<file path="config.mk">
export PLATFORM = sky130hd
export DESIGN_NAME = prefix_expression_evaluator
export DESIGN_NICKNAME = d
export VERILOG_FILES = /design/src/pep_pkg.sv /design/src/pep_divider.sv /design/src/pep_datapath.sv /design/src/pep_controller.sv /design/src/prefix_expression_evaluator.sv
export SDC_FILE = /design/constraint.sdc
export NUM_CORES = 1
export LEC_CHECK = 0
export BUFFER_PORTS_ARGS = -buffer_cell sky130_fd_sc_hd__buf_2
export CORE_ASPECT_RATIO = 0.6
export CORE_MARGIN = 3
export CORE_UTILIZATION = 45
export CTS_CLUSTER_DIAMETER = 40
export DETAILED_ROUTE_END_ITERATION = 6
export SYNTH_ARGS = -nofsm -noshare
export SYNTH_HDL_FRONTEND = slang
export SYNTH_HIERARCHICAL = 1
export SYNTH_SLANG_ARGS = --single-unit
</file>
<file path="constraint.sdc">
create_clock -name clk -period 11.3 [get_ports clk]
set_clock_uncertainty 0.1 [all_clocks]
set_input_delay 2.26 -clock clk [delete_from_list [all_inputs] [get_ports clk]]
set_output_delay 2.26 -clock clk [all_outputs]
set_load 0.05 [all_outputs]
</file>
<file path="src/pep_pkg.sv">
// ----------------------------------------------------------------------------
// pep_pkg
// Shared types and constants for the prefix expression evaluator: character
// codes, status codes, controller states and the controller/datapath links.
// ----------------------------------------------------------------------------
package pep_pkg;

	localparam int PEP_STACK_DEPTH = 16;
	localparam int PEP_DATA_W      = 8;

	localparam logic [7:0] ASCII_0     = 8'h30;
	localparam logic [7:0] ASCII_9     = 8'h39;
	localparam logic [7:0] ASCII_PLUS  = 8'h2B;
	localparam logic [7:0] ASCII_MINUS = 8'h2D;
	localparam logic [7:0] ASCII_MUL   = 8'h2A;
	localparam logic [7:0] ASCII_DIV   = 8'h2F;
	localparam logic [7:0] ASCII_MOD   = 8'h25;
	localparam logic [7:0] ASCII_XOR   = 8'h5E;

	localparam logic [1:0] ERR_NONE      = 2'd0;
	localparam logic [1:0] ERR_UNDERFLOW = 2'd1;
	localparam logic [1:0] ERR_OVERFLOW  = 2'd2;
	localparam logic [1:0] ERR_DIVZERO   = 2'd3;

	typedef enum logic [3:0] {
		S_IDLE,
		S_DECODE,
		S_WAIT,
		S_POP_B,
		S_CALC,
		S_DIV,
		S_PUSH,
		S_END,
		S_FINAL
	} pep_state_t;

	typedef struct packed {
		logic load;
		logic pop_a;
		logic pop_b;
		logic calc;
		logic div_start;
		logic div_take;
		logic push;
		logic emit;
	} pep_cmd_t;

	typedef struct packed {
		logic is_digit;
		logic is_op;
		logic is_div;
		logic last;
		logic rhs_zero;
		logic div_done;
		logic out_busy;
	} pep_sts_t;

endpackage

</file>
<file path="src/pep_divider.sv">
// ----------------------------------------------------------------------------
// pep_divider
// Iterative signed 8-bit divider, one quotient bit per cycle, truncating
// toward zero; remainder takes the sign of the dividend.
// ----------------------------------------------------------------------------
module pep_divider
	import pep_pkg::*;
(
	input  logic                         clk,
	input  logic                         arst_n,
	input  logic                         start,
	input  logic signed [PEP_DATA_W-1:0] dividend,
	input  logic signed [PEP_DATA_W-1:0] divisor,
	output logic                         done,
	output logic signed [PEP_DATA_W-1:0] quotient,
	output logic signed [PEP_DATA_W-1:0] remainder
);

	localparam int CNT_W = $clog2(PEP_DATA_W + 1);

	logic                  busy_q;
	logic                  done_q;
	logic [CNT_W-1:0]      cnt_q;
	logic [PEP_DATA_W-1:0] rem_q;
	logic [PEP_DATA_W-1:0] quo_q;
	logic [PEP_DATA_W-1:0] dsr_q;
	logic                  neg_quo_q;
	logic                  neg_rem_q;

	logic [PEP_DATA_W-1:0] mag_a;
	logic [PEP_DATA_W-1:0] mag_b;
	logic [PEP_DATA_W:0]   shifted;
	logic                  ge;

	// magnitude of -128 is 128, which still fits unsigned
	assign mag_a   = dividend[PEP_DATA_W-1] ? PEP_DATA_W'(-dividend) : dividend;
	assign mag_b   = divisor[PEP_DATA_W-1] ? PEP_DATA_W'(-divisor) : divisor;
	assign shifted = {rem_q, quo_q[PEP_DATA_W-1]};
	assign ge      = shifted >= {1'b0, dsr_q};

	always_ff @(posedge clk or negedge arst_n) begin
		if (!arst_n) begin
			busy_q <= 1'b0;
			done_q <= 1'b0;
			cnt_q  <= '0;
		end else begin
			done_q <= 1'b0;
			if (start) begin
				busy_q <= 1'b1;
				cnt_q  <= CNT_W'(PEP_DATA_W);
			end else if (busy_q) begin
				cnt_q <= cnt_q - CNT_W'(1);
				if (cnt_q == CNT_W'(1)) begin
					busy_q <= 1'b0;
					done_q <= 1'b1;
				end
			end
		end
	end

	always_ff @(posedge clk) begin
		if (start) begin
			rem_q     <= '0;
			quo_q     <= mag_a;
			dsr_q     <= mag_b;
			neg_quo_q <= dividend[PEP_DATA_W-1] ^ divisor[PEP_DATA_W-1];
			neg_rem_q <= dividend[PEP_DATA_W-1];
		end else if (busy_q) begin
			rem_q <= ge ? PEP_DATA_W'(shifted - {1'b0, dsr_q}) : shifted[PEP_DATA_W-1:0];
			quo_q <= {quo_q[PEP_DATA_W-2:0], ge};
		end
	end

	assign done      = done_q;
	assign quotient  = neg_quo_q ? PEP_DATA_W'(-quo_q) : quo_q;
	assign remainder = neg_rem_q ? PEP_DATA_W'(-rem_q) : rem_q;

endmodule

</file>
<file path="src/pep_datapath.sv">
// ----------------------------------------------------------------------------
// pep_datapath
// Value stack memory, stack count, error status, operand registers, ALU,
// divider and the output register of the evaluator.
// ----------------------------------------------------------------------------
module pep_datapath
	import pep_pkg::*;
#(
	parameter int STACK_DEPTH = PEP_STACK_DEPTH
) (
	input  logic                  clk,
	input  logic                  arst_n,
	input  pep_cmd_t              cmd,
	output pep_sts_t              sts,
	input  logic [7:0]            in_token,
	input  logic                  in_last,
	output logic                  out_valid,
	input  logic                  out_ready,
	output logic [PEP_DATA_W-1:0] out_result,
	output logic [1:0]            out_status
);

	localparam int CW = $clog2(STACK_DEPTH + 1);
	localparam int AW = $clog2(STACK_DEPTH);

	logic [PEP_DATA_W-1:0] mem [STACK_DEPTH];
	logic [PEP_DATA_W-1:0] rd_q;
	logic [CW-1:0]         count_q;
	logic [1:0]            err_q;
	logic [7:0]            token_q;
	logic                  last_q;
	logic signed [PEP_DATA_W-1:0] lhs_q;
	logic signed [PEP_DATA_W-1:0] rhs_q;
	logic [PEP_DATA_W-1:0] res_q;
	logic                  out_valid_q;
	logic [PEP_DATA_W-1:0] out_result_q;
	logic [1:0]            out_status_q;

	logic [CW-1:0]         count_dec;
	logic [AW-1:0]         rd_addr;
	logic                  empty;
	logic                  full;
	logic                  is_digit;
	logic                  is_op;
	logic                  is_div;
	logic [PEP_DATA_W-1:0] push_val;
	logic [PEP_DATA_W-1:0] pop_val;
	logic [2*PEP_DATA_W-1:0] prod;
	logic [PEP_DATA_W-1:0] alu;
	logic                  div_done;
	logic signed [PEP_DATA_W-1:0] div_quo;
	logic signed [PEP_DATA_W-1:0] div_rem;

	assign count_dec = count_q - CW'(1);
	assign rd_addr   = count_dec[AW-1:0];
	assign empty     = count_q == '0;
	assign full      = count_q == CW'(STACK_DEPTH);
	assign pop_val   = empty ? '0 : rd_q;

	always_comb begin
		is_digit = token_q inside {[ASCII_0:ASCII_9]};
		is_op    = token_q inside {ASCII_PLUS, ASCII_MINUS, ASCII_MUL,
			ASCII_DIV, ASCII_MOD, ASCII_XOR};
		is_div   = token_q inside {ASCII_DIV, ASCII_MOD};
	end

	assign push_val = is_digit ? PEP_DATA_W'(token_q - ASCII_0) : res_q;
	assign prod     = lhs_q * rhs_q;

	always_comb begin
		case (token_q)
			ASCII_PLUS:  alu = PEP_DATA_W'(lhs_q + rhs_q);
			ASCII_MINUS: alu = PEP_DATA_W'(lhs_q - rhs_q);
			ASCII_MUL:   alu = prod[PEP_DATA_W-1:0];
			ASCII_XOR:   alu = lhs_q ^ rhs_q;
			default:     alu = '0;
		endcase
	end

	pep_divider u_div (
		.clk       (clk),
		.arst_n    (arst_n),
		.start     (cmd.div_start),
		.dividend  (lhs_q),
		.divisor   (rhs_q),
		.done      (div_done),
		.quotient  (div_quo),
		.remainder (div_rem)
	);

	// stack memory, read port follows the top of stack every cycle
	always_ff @(posedge clk) begin
		rd_q <= mem[rd_addr];
		if (cmd.push && !full) begin
			mem[count_q[AW-1:0]] <= push_val;
		end
	end

	always_ff @(posedge clk or negedge arst_n) begin
		if (!arst_n) begin
			count_q     <= '0;
			err_q       <= ERR_NONE;
			out_valid_q <= 1'b0;
		end else begin
			if (out_valid_q && out_ready) begin
				out_valid_q <= 1'b0;
			end
			if (cmd.pop_a || cmd.pop_b) begin
				if (empty) begin
					if (err_q == ERR_NONE) err_q <= ERR_UNDERFLOW;
				end else begin
					count_q <= count_dec;
				end
			end
			if (cmd.calc && is_div && rhs_q == '0 && err_q == ERR_NONE) begin
				err_q <= ERR_DIVZERO;
			end
			if (cmd.push) begin
				if (full) begin
					if (err_q == ERR_NONE) err_q <= ERR_OVERFLOW;
				end else begin
					count_q <= count_q + CW'(1);
				end
			end
			if (cmd.emit) begin
				out_valid_q <= 1'b1;
				count_q     <= '0;
				err_q       <= ERR_NONE;
			end
		end
	end

	always_ff @(posedge clk) begin
		if (cmd.load) begin
			token_q <= in_token;
			last_q  <= in_last;
		end
		if (cmd.pop_a) lhs_q <= pop_val;
		if (cmd.pop_b) rhs_q <= pop_val;
		if (cmd.calc) res_q <= alu;
		if (cmd.div_take) begin
			res_q <= (token_q == ASCII_DIV) ? div_quo : div_rem;
		end
		if (cmd.emit) begin
			out_result_q <= pop_val;
			out_status_q <= (empty && err_q == ERR_NONE) ? ERR_UNDERFLOW : err_q;
		end
	end

	always_comb begin
		sts.is_digit = is_digit;
		sts.is_op    = is_op;
		sts.is_div   = is_div;
		sts.last     = last_q;
		sts.rhs_zero = rhs_q == '0;
		sts.div_done = div_done;
		sts.out_busy = out_valid_q;
	end

	assign out_valid  = out_valid_q;
	assign out_result = out_result_q;
	assign out_status = out_status_q;

endmodule

</file>
<file path="src/pep_controller.sv">
// ----------------------------------------------------------------------------
// pep_controller
// Sequencer of the evaluator: decodes each character and steps the datapath
// through pops, the operation, the push and the final pop.
// ----------------------------------------------------------------------------
module pep_controller
	import pep_pkg::*;
(
	input  logic     clk,
	input  logic     arst_n,
	input  logic     in_valid,
	output logic     in_ready,
	input  pep_sts_t sts,
	output pep_cmd_t cmd
);

	pep_state_t state_q;
	pep_state_t state_d;

	always_ff @(posedge clk or negedge arst_n) begin
		if (!arst_n) begin
			state_q <= S_IDLE;
		end else begin
			state_q <= state_d;
		end
	end

	always_comb begin
		state_d = state_q;
		case (state_q)
			S_IDLE: begin
				if (in_valid) state_d = S_DECODE;
			end
			S_DECODE: begin
				state_d = sts.is_op ? S_WAIT : S_END;
			end
			S_WAIT:  state_d = S_POP_B;
			S_POP_B: state_d = S_CALC;
			S_CALC: begin
				state_d = (sts.is_div && !sts.rhs_zero) ? S_DIV : S_PUSH;
			end
			S_DIV: begin
				if (sts.div_done) state_d = S_PUSH;
			end
			S_PUSH: state_d = S_END;
			S_END: begin
				state_d = sts.last ? S_FINAL : S_IDLE;
			end
			S_FINAL: begin
				if (!sts.out_busy) state_d = S_IDLE;
			end
			default: state_d = S_IDLE;
		endcase
	end

	always_comb begin
		cmd      = '0;
		in_ready = 1'b0;
		case (state_q)
			S_IDLE: begin
				in_ready = 1'b1;
				cmd.load = in_valid;
			end
			S_DECODE: begin
				cmd.push  = sts.is_digit;
				cmd.pop_a = sts.is_op;
			end
			S_POP_B: cmd.pop_b = 1'b1;
			S_CALC: begin
				cmd.calc      = 1'b1;
				cmd.div_start = sts.is_div && !sts.rhs_zero;
			end
			S_DIV:   cmd.div_take = sts.div_done;
			S_PUSH:  cmd.push = 1'b1;
			S_FINAL: cmd.emit = !sts.out_busy;
			default: cmd = '0;
		endcase
	end

endmodule

</file>
<file path="src/prefix_expression_evaluator.sv">
// ----------------------------------------------------------------------------
// prefix_expression_evaluator
// Stack evaluator for prefix expressions fed one character per transaction.
// ----------------------------------------------------------------------------
// Characters arrive last to first; s_tlast marks the final one. Digits push
// their value, + - * / % ^ pop left then right operand and push the 8-bit
// wrapped result, anything else is ignored. After the final character the top
// of stack is sent on the master side with a status (0 ok, 1 underflow,
// 2 overflow, 3 divide by zero, first error kept) and the stack is cleared.
// One character is handled at a time: / and % run the 8-step bit-serial
// divider, which is skipped with a zero divisor; after the final character the
// result is sent once the previous result has been taken. Operands are read
// through the one-port registered stack read.
// ----------------------------------------------------------------------------
module prefix_expression_evaluator
	import pep_pkg::*;
#(
	parameter int STACK_DEPTH = PEP_STACK_DEPTH
) (
	input  logic        clk,
	input  logic        arst_n,
	input  logic        s_tvalid,
	output logic        s_tready,
	input  logic [7:0]  s_tdata,   // [7:0] token
	input  logic        s_tlast,   // last
	output logic        m_tvalid,
	input  logic        m_tready,
	output logic [15:0] m_tdata    // [7:0] result, [9:8] status, [15:10] zero
);

	pep_cmd_t              cmd;
	pep_sts_t              sts;
	logic [PEP_DATA_W-1:0] result;
	logic [1:0]            status;

	pep_controller u_ctrl (
		.clk      (clk),
		.arst_n   (arst_n),
		.in_valid (s_tvalid),
		.in_ready (s_tready),
		.sts      (sts),
		.cmd      (cmd)
	);

	pep_datapath #(
		.STACK_DEPTH (STACK_DEPTH)
	) u_dp (
		.clk        (clk),
		.arst_n     (arst_n),
		.cmd        (cmd),
		.sts        (sts),
		.in_token   (s_tdata),
		.in_last    (s_tlast),
		.out_valid  (m_tvalid),
		.out_ready  (m_tready),
		.out_result (result),
		.out_status (status)
	);

	assign m_tdata = {6'b0, status, result};

endmodule

</file>
==> results of run 1 <==
==> cells in the mapped netlist (4+ instances only) <==
cell	number	area share [%]
edfxtp_1	189	49
inv_1	63	2.0
nand2_1	62	2.0
nor2_1	56	1.8
ha_1	52	5.6
xnor2_1	46	3.5
mux4_2	40	7.7
and2_1	24	1.3
clkbuf_1	23	0.74
xor2_1	23	1.7
a21oi_1	22	0.94
o21ai_0	21	0.90
dfrtp_1	18	3.9
and3_1	17	0.91
nor2b_1	17	0.91
dfxtp_1	16	2.7
buf_4	15	0.96
fa_1	14	2.4
nand2b_1	14	0.75
nand3_1	12	0.51
o31ai_1	10	0.64
nor3_1	8	0.34
a21o_1	7	0.45
mux2i_1	7	0.60
o21ai_1	7	0.30
or3_1	6	0.32
a211oi_1	5	0.32
mux2_2	5	0.48
nand3b_1	5	0.32
nand4_1	5	0.27
a222oi_1	4	0.34
buf_1	4	0.13
buf_2	4	0.17
nor4_1	4	0.21
==> power by group through the flow <==
stage	Combinational [mW]	Sequential (mW)	Clock, mW
after floorplan	0.846	1.13	0
after global placement	1.09	1.19	0
after detailed placement	1.09	1.18	0
after CTS	1.10	1.17	0.907
after global routing	1.20	1.19	0.939
final	1.10	1.17	0.887
==> state kept, by name, summed over array words and instances, names as in the netlist, 5 cells and up <==
signal / cells
u_dp/mem: 128
u_dp/lhs_q: 8
u_dp/out_result: 8
u_dp/rd_q: 8
u_dp/res_q: 8
u_dp/rhs_q: 8
u_dp/token_q: 8
u_dp/u_div/dsr_q: 8
u_dp/u_div/quo_q: 8
u_dp/u_div/rem_q: 8
u_dp/count_q: 5
==> path summary, 6_finish.rpt <==
path	start	to
setup reg to reg	u_dp/rhs_q[3]$_DFFE_PP_	u_dp/res_q[6]$_DFFE_PP_
hold / removal	u_dp/last_q$_DFFE_PP_	u_ctrl/state_q[3]$_DFFE_PN0P_
max in group asynchronous	arst_n	u_dp/count_q[0]$_DFF_PN0_
min in group asynchronous	arst_n	u_dp/u_div/cnt_q[1]$_DFFE_PN0P_
hold reg to reg	u_dp/last_q$_DFFE_PP_	u_ctrl/state_q[3]$_DFFE_PN0P_
setup / recovery	u_dp/rhs_q[3]$_DFFE_PP_	u_dp/res_q[6]$_DFFE_PP_
==> metrics by stage <==
stage,util [%],instance area [um2],instances
finish,52.3,13000,1274
global route,52.3,13000,1274
CTS,52.3,13000,1274
detailed placement,48.6,12100,1225
global placement,48.6,12100,1225
floorplan,-,11700,896
==> critical path, delay by kind of cell (launching register included) <==
| kind | cells | cell delay (ns) |
|---|---|---|
| buffers and inverters | 4 | 0.22 |
| xor gates and xnor gates | 1 | 0.17 |
| adders and majority gates | 6 | 2.49 |
| DFF | 1 | 0.63 |
| AOI/OAI and AO/OA | 3 | 0.47 |
==> metal layers <==
metal  vias to the layer above  GRT usage, %
li1                       3288             -
met5                         -             0
met4                         0          3.54
met1                      3540          36.1
met3                        32          6.52
met2                       321          24.0
==> placed cells by master, fill, tap and decap left out, types with 24 or more instances in the layout <==
cell type    n
nor2_1      56
ha_1        52
edfxtp_1   189
mux4_2      40
and2_1      24
xnor2_1     46
buf_2       24
inv_1       63
clkbuf_16   27
nand2_1     62
==> kinds of logic after synthesis <==
family	after synthesis	synth area share, %
compound gates	113	6.76
xor+xnor	70	5.32
fa+ha+maj	66	7.97
buf+inv	113	4.37
flops	223	55.2
mux	52	8.80
other cells	1	0.0321
simple gates	253	11.5
==> area by class of cell <==
| cell class | instances | area, um2 |
|---|---|---|
| Timing Repair Buffer | 33 | 188 |
| Clock inverter | 16 | 221 |
| Inverter | 64 | 240 |
| Clock buffer | 33 | 698 |
| Tap cell | 345 | 432 |
| Fill cell | 2106 | 11900 |
| Sequential cell | 223 | 6450 |
| Multi-Input combinational cell | 560 | 4750 |
==> results_dict.tcl, run 1 <==
set metrics [dict create \
    place.gp.congestion 0.859 \
    synth-seq-cells 223 \
    grt_pass1_wl_um 43000 \
    finalSetupViolations 0 \
    min_path_type "flop to flop" \
    cp_max_fo 14 \
    ctsResizeCount 0 \
    postCtsSetupBuffers 0 \
    clock.fmax_mhz 229 \
    combPwrFrac_pct 34.8 \
    wl_met2_um 9620 \
    start_util_pct 47.0 \
    critPathArrivalTime_ns 4.51 \
    first_iter_violations 941 \
    cp_slowest_cell "edfxtp_1" \
    topRoutingLayerUsed "met4" \
    ant_nets 0 \
    p_seq_share_pct 37.1 \
    antenna_found_initial 0 \
    wl_met3_um 3150 \
    area_growth_pct 11.2 \
    io_buffers 24 \
    numCtsBuffers 27 \
    report.final.slew_viol_count 0 \
    path_clk_slew_ns 0.06 \
    routedWlPerCell_um 22.2 \
    fin_setup_tns_ns 0 \
    cts_buffer_depth 3 \
    synth_edf_count 189 \
    fin_nets 988 \
    slowest_delay_ns 0.63 \
    cpMostUsedCell "inv_1" \
    maxCapViolations 0 \
    endpoint_kind "flop" \
    crit_chain "ha_1 -> inv_1 -> fa_1 -> inv_1 -> ha_1 -> fa_1 -> inv_1 -> fa_1 -> inv_1 -> ha_1 -> xor2_1 -> a22o_1 -> a22oi_1 -> o31ai_1" \
    ys.flop_type "edfxtp_1" \
    tightestPinTransition_ns 1.08 \
    rsz0062_at_grt "no" \
    dp_slack_ns 7.00 \
    crit_path_start_kind "flop" \
    p_clk_share_pct 28.0 \
    grt_max_degree 43 \
    syn_inst 891 \
    cts_tree "built" \
    avgSynthCellArea_um2 13.1 \
    cp.required_ns 11.45 \
    grt_usage_pct 20.7 \
    drtPass1Iterations 5 \
    slew_headroom_pct 27.7 \
    cts_root_buf "clkbuf_16" \
    clock_sinks 223 \
    p_sw_mw 1.10 \
    cellLeakagePower_nw 4.87 \
    grt_pass1_vias 6648 \
    p_int_mw 2.07 \
    holdPathStages 2 \
    core_area_um2 24800 \
    worstSetupPathType "flop to flop" \
    num_io_pins 31 \
    synthDistinctLibCells 83 \
    reg2reg_slack_ns 6.93 \
    insertedDiodeCount 0 \
    syn-cell-area_um2 11700 \
    power_density_nw_per_um2 244 \
    die_h_um 131 \
    cts_hold_buf 0 \
    vias 7181 \
    hpwlAfterDp_um 20200 \
    routed_via_density 5.64 \
    drt_wl_total_um 28300 \
    yosysSeqAreaShare_pct 55.2 \
    drc 0 \
    peakVddDrop_v 0.000130 \
    p_total_mw 3.16 \
    synthArstFlopShare_pct 8.07 \
    worst_r2r_path_depth 14 \
    yosysWarnings 6 \
    status "complete, no violations" \
    switching_share_pct 34.7 \
    cts-htree-levels 1 \
    final.period_utilization_pct 38.6 \
    clk-insertion-delay-late_ns 0.53 \
    holdWs_ns 0.390 \
    setup_slack_ns 6.93 \
    hold_viol_final 0 \
    die-area_um2 28000 \
    grt-ovfl-total 0 \
    drive_above_1_share_pct 15.5 \
    wl_met1_um 15200 \
    die_x_um 214 \
    min_period_ns 4.37 \
    num_rows 44 \
]
(Power assumes the default switching activity.)
==> inputs of run 2 (changes only) <==
==> constraint.sdc (replaced) <==
create_clock -name clk -period 4.4 [get_ports clk]
set_clock_uncertainty 0.1 [all_clocks]
set_input_delay 0.88 -clock clk [delete_from_list [all_inputs] [get_ports clk]]
set_output_delay 0.88 -clock clk [all_outputs]
set_load 0.05 [all_outputs]
==> run 2 against run 1 <==
Against the previous run: setup slack got worse by 6.6 ns; power increased to 2.6 times the previous value; clock-buffer cell count decreased by 1; cell area increased by 1.2%; sequential power increased to 2.5 times the previous value; utilization increased by 0.64 points; maximum frequency increased by 6.5%; critical path type unchanged.
==> results_dict.tcl, run 2 (same netlist as run 1, synthesis figures left out) <==
set metrics [dict create \
    cp_max_fo 9 \
    cts_tree "built" \
    drive_above_1_share_pct 17.2 \
    numCtsBuffers 26 \
    instances_no_fill 1292 \
    routed_via_density 5.51 \
    worstSetupPathType "flop to flop" \
    cts_root_buf "clkbuf_16" \
    peakVddDrop_v 0.000342 \
    ant_nets 0 \
    clk-insertion-delay-late_ns 0.53 \
    final_common_cell "edfxtp_1" \
    postCtsSetupBuffers 0 \
    min_period_ns 4.10 \
    place.gp.congestion 0.878 \
    tightestPinTransition_ns 1.06 \
    cts_hold_buf 0 \
    finalSetupViolations 0 \
    setup_slack_ns 0.299 \
    seqCellArea_um2 6450 \
    clock_sinks 223 \
    min_path_type "primary input to async pin" \
    clock.fmax_mhz 244 \
    die_h_um 131 \
    num_io_pins 31 \
    rsz0062_at_grt "no" \
    cp.required_ns 4.56 \
    slew_headroom_pct 29.3 \
    fin_setup_tns_ns 0 \
    dp_slack_ns 0.293 \
    p_sw_mw 2.77 \
    fill_cells 2077 \
    drc 0 \
    cts-htree-levels 1 \
    status "complete, no violations" \
    first_iter_violations 822 \
    start_util_pct 47.0 \
    hpwlAfterDp_um 19900 \
    vias 7120 \
    power_density_nw_per_um2 620 \
    endpoint_kind "flop" \
    die-area_um2 28000 \
    final.period_utilization_pct 93.2 \
    p_clk_share_pct 28.4 \
    cellLeakagePower_nw 4.97 \
    report.final.slew_viol_count 0 \
    switching_share_pct 33.9 \
    p_int_mw 5.38 \
    final_cell_mix "edfxtp_1, inv_1, nand2_1" \
    path_clk_slew_ns 0.06 \
    p_seq_share_pct 36.6 \
    io_buffers 24 \
    num_rows 44 \
    largest_register_ffs 128 \
    crit_path_start_kind "flop" \
    worst_r2r_path_depth 14 \
    grt-ovfl-total 0 \
    core_area_um2 24800 \
    hold_viol_final 0 \
    ctsResizeCount 0 \
    place_inst 1244 \
    grt_usage_pct 20.2 \
    post-route-util_pct 52.9 \
    grt_max_degree 38 \
    area_growth_pct 12.5 \
    critPathArrivalTime_ns 4.26 \
    routedWlPerCell_um 21.5 \
    drt_wl_total_um 27700 \
    drtPass1Iterations 5 \
    antenna_found_initial 0 \
    placedInstanceArea_um2 12200 \
    cts_buffer_depth 3 \
    fin_nets 1006 \
    die_x_um 214 \
    insertedDiodeCount 0 \
    final_area_um2 13100 \
    grt_pass1_vias 6633 \
    grt_pass1_wl_um 42000 \
    maxCapViolations 0 \
    multi_input_area_um2 4750 \
    combPwrFrac_pct 35.0 \
]
run 2: worst max-delay path, cell delays in order, from the launching register on:
cell and delay, ns:
edfxtp_1 0.52, ha_1 0.20, inv_1 0.05, fa_1 0.39
fa_1 0.55, inv_1 0.04, ha_1 0.26, inv_1 0.05
fa_1 0.52, inv_1 0.08, fa_1 0.43, xor2_1 0.16
a22o_1 0.23, a22oi_1 0.16, o31ai_1 0.09
run 2: metrics by stage:
step / hold WS (ns) / total power, mW
floorplan: 0.391 / 5.06
global placement: 0.383 / 5.82
detailed placement: 0.392 / 5.84
CTS: 0.176 / 8.19
global route: 0.194 / 8.57
finish: 0.179 / 8.15
run 2: area by class of cell:
cell class                 instances  share of cell area (%)
tap                              345                    3.29
inverter                          64                    1.83
clock inverter                    16                    1.76
multi-input combinational        560                    36.2
timing repair buffer              52                    2.51
sequential                       223                    49.1
clock buffer                      32                    5.36
run 2: final timing paths:
kind / slack (ns) / from / endpoint
setup / recovery: 0.30 / u_dp/rhs_q[2]$_DFFE_PP_ / u_dp/res_q[6]$_DFFE_PP_
hold / removal: 0.18 / arst_n / u_dp/out_valid$_DFFE_PN0P_
setup reg to reg: 0.30 / u_dp/rhs_q[2]$_DFFE_PP_ / u_dp/res_q[6]$_DFFE_PP_
hold reg to reg: 0.41 / u_dp/last_q$_DFFE_PP_ / u_ctrl/state_q[3]$_DFFE_PN0P_
max in group asynchronous: 3.70 / arst_n / u_dp/count_q[0]$_DFF_PN0_
min in group clk: 0.41 / u_dp/last_q$_DFFE_PP_ / u_ctrl/state_q[3]$_DFFE_PN0P_
run 2: power groups by stage:
| stage | logic, mW | clock network [mW] | registers (mW) |
|---|---|---|---|
| global route | 3.11 | 2.45 | 3.01 |
| finish | 2.85 | 2.32 | 2.98 |
| detailed placement | 2.82 | 0 | 3.01 |
| global placement | 2.81 | 0 | 3.01 |
| CTS | 2.84 | 2.37 | 2.97 |
| floorplan | 2.17 | 0 | 2.89 |
run 2: metal layers:
metal	wire (um)	part of all wire [%]	global-route usage [%]	vias up
met5	0	0	0	-
met4	440	1.6	4.05	0
met3	2380	8.6	4.48	35
met2	9840	35	24.4	248
met1	15100	54	35.3	3504
li1	-	-	-	3333
==> inputs of run 3 (changes only) <==
--- a/config.mk
+++ b/config.mk
@@ -5,9 +5,10 @@
 export SDC_FILE = /design/constraint.sdc
 export NUM_CORES = 1
 export LEC_CHECK = 0
+export ABC_AREA = 1
 export BUFFER_PORTS_ARGS = -buffer_cell sky130_fd_sc_hd__buf_2
 export CORE_ASPECT_RATIO = 0.6
-export CORE_MARGIN = 3
+export CORE_MARGIN = 2
 export CORE_UTILIZATION = 45
 export CTS_CLUSTER_DIAMETER = 40
 export DETAILED_ROUTE_END_ITERATION = 6
==> run 3 against run 2 <==
Against the previous run: wire length increased by 14%; synthesized cell count increased by 41%; critical path depth increased by 6; setup slack got worse by 0.10 ns; cell area increased by 5.0%; clock power decreased by 3%; register-to-register slack got worse by 0.10 ns; global-route usage increased by 2.1 points; utilization decreased by 1.0 points; sequential power decreased by 4%; final cell count increased by 30%; die area increased by 2.2%; largest cell class unchanged; highest routed layer unchanged.
==> results_dict.tcl, run 3 <==
set metrics [dict create \
    core_area_um2 26600 \
    cp.required_ns 4.60 \
    clock.fmax_mhz 238 \
    synth_edf_count 189 \
    synthDistinctLibCells 60 \
    syn-cell-area_um2 12200 \
    ys_top_cells_by_count "nand2_1, edfxtp_1, inv_1" \
    final_common_cell "nand2_1" \
    clk-insertion-delay-late_ns 0.54 \
    power_density_nw_per_um2 623 \
    drt_wl_total_um 31600 \
    final.period_utilization_pct 95.6 \
    maxCapViolations 0 \
    place.gp.congestion 0.912 \
    place_inst 1628 \
    setup_slack_ns 0.194 \
    placedInstanceArea_um2 12800 \
    clock_sinks 223 \
    path_clk_slew_ns 0.06 \
    endpoint_kind "flop" \
    cts_hold_buf 0 \
    vias 9025 \
    final_area_um2 13800 \
    grt_usage_pct 22.3 \
    status "complete, no violations" \
    peakVddDrop_v 0.000333 \
    syn_inst 1258 \
    hpwlAfterDp_um 23100 \
    yosysWarnings 6 \
    synthTopCellsByArea "edfxtp_1, nand2_1, ha_1, inv_1, nor2_1" \
    ys.flop_type "edfxtp_1" \
    start_util_pct 46.1 \
    drive_above_1_share_pct 13.4 \
    cts_buffer_depth 3 \
    antenna_found_initial 1 \
    worstSetupPathType "flop to flop" \
    numCtsBuffers 28 \
    instances_no_fill 1684 \
    cellLeakagePower_nw 5.95 \
    synth_top_area_share_pct 46.3 \
    drtPass1Iterations 6 \
    fin_nets 1381 \
    hold_viol_final 0 \
    routedWlPerCell_um 18.8 \
    routed_via_density 5.36 \
    min_path_type "primary input to async pin" \
    synth-seq-cells 223 \
    drc 0 \
    yosysSeqAreaShare_pct 52.6 \
    tightestPinTransition_ns 1.28 \
    die_x_um 217 \
    cts_tree "built" \
    die-area_um2 28600 \
    slew_headroom_pct 14.5 \
    grt_pass1_vias 8254 \
    yosysTopAreaCell "edfxtp_1" \
    reg2reg_slack_ns 0.19 \
    report.final.slew_viol_count 0 \
    cts_root_buf "clkbuf_16" \
    finalSetupViolations 0 \
    die_h_um 132 \
    area_growth_pct 12.6 \
    avgSynthCellArea_um2 9.74 \
    grt-ovfl-total 0 \
    num_rows 46 \
    yosysMostFrequentCell "nand2_1" \
    grt_pass1_wl_um 48600 \
    num_io_pins 31 \
    min_period_ns 4.21 \
    critPathArrivalTime_ns 4.40 \
    ant_nets 0 \
    dp_slack_ns 0.133 \
    synthArstFlopShare_pct 8.07 \
    largest_register_ffs 128 \
    grt_max_degree 69 \
    final_cell_mix "nand2_1, edfxtp_1, inv_1" \
    cts-htree-levels 1 \
    first_iter_violations 965 \
    crit_path_start_kind "flop" \
    cp_max_fo 4 \
    io_buffers 24 \
]
[run 3: cell types whose count changed after synthesis, sizes merged, moves of 11 or more]
| cell | delta |
|---|---|
| and2 | -25 |
| clkbuf | -11 |
| and3 | -16 |
| nand3 | +53 |
| buf | +14 |
| o21ai | +55 |
| xnor2 | -35 |
| nor2 | +108 |
| nand2 | +167 |
| nor2b | -17 |
| nand2b | -14 |
| mux4 | -40 |
| o32ai | +22 |
| inv | +118 |
[run 3: kinds of logic after synthesis]
logic type / synth area share [%]
AO/OA/AOI/OAI: 9.11
XOR/XNOR: 3.36
adder cells (fa/ha/maj): 7.60
buffers and inverters: 7.90
flip-flops: 52.6
multiplexers: 0.919
other: 0.0306
AND/OR/NAND/NOR: 18.4
[run 3: critical path, cell delays in order (launching register included)]
cell and delay, ns:
edfxtp_1 0.40, ha_2 0.20, inv_1 0.05, fa_1 0.51, inv_1 0.05, ha_1 0.29, fa_1 0.54, inv_1 0.06
fa_1 0.53, inv_1 0.09, ha_4 0.26, a21oi_2 0.14, nand2_1 0.09, xnor2_1 0.15, nand2_1 0.07, nand2_1 0.07
nand3_1 0.08, nand3_1 0.10, nand3_1 0.08, nand2_1 0.06, nand2_1 0.05
[run 3: area by class of cell]
class	count	area, um2
Fill cell	2446	12800
Clock buffer	33	741
Multi-Input combinational cell	805	4880
Timing Repair Buffer	61	402
Clock inverter	18	176
Tap cell	360	450
Inverter	183	689
Antenna cell	1	2.50
Sequential cell	223	6450
[run 3: routing by layer]
| layer | up-vias | routed length [um] | share of wire [%] | GRT usage [%] |
|---|---|---|---|---|
| li1 | 4323 | - | - | - |
| met1 | 4333 | 16400 | 52 | 38.1 |
| met2 | 335 | 11400 | 36 | 26.7 |
| met3 | 34 | 3450 | 11 | 7.08 |
| met4 | 0 | 408 | 1.3 | 3.27 |
| met5 | - | 0 | 0 | 0 |
[run 3: path summary, 6_finish.rpt]
kind                                                  startpoint                          endpoint  cells past startpoint
worst max-delay path                     u_dp/rhs_q[3]$_DFFE_PP_           u_dp/res_q[7]$_DFFE_PP_                     20
worst min-delay path                                      arst_n         u_dp/count_q[2]$_DFF_PN0_                      1
worst max register to register           u_dp/rhs_q[3]$_DFFE_PP_           u_dp/res_q[7]$_DFFE_PP_                     20
worst min register to register  u_dp/u_div/rem_q[7]$_SDFFE_PP0P_  u_dp/u_div/rem_q[7]$_SDFFE_PP0P_                      2
max in group asynchronous                                 arst_n         u_dp/count_q[0]$_DFF_PN0_                      1
min in group clk                u_dp/u_div/rem_q[7]$_SDFFE_PP0P_  u_dp/u_div/rem_q[7]$_SDFFE_PP0P_                      2
[run 3: per-stage QoR]
step           hold WS [ns]  power, mW  setup TNS [ns]  utilization, %
3_5_place_dp          0.366       6.28               0            48.2
2_1_floorplan         0.339       5.20               0               -
3_3_place_gp          0.362       6.23               0            48.2
6_report              0.245       8.59               0            51.9
4_1_cts               0.242       8.54               0            51.7
5_1_grt               0.261       9.12        -0.00962            51.8
[run 3: power breakdown]
group	switching, mW	internal (mW)
logic	2.39	1.09
clock network	0.950	1.29
registers	0.175	2.68
[run 3: timing repair]
action,in CTS,in global routing
endpoints found under the setup margin,0,1
buffers inserted,0,4
resized for setup,0,4
endpoints found under the hold margin,0,0
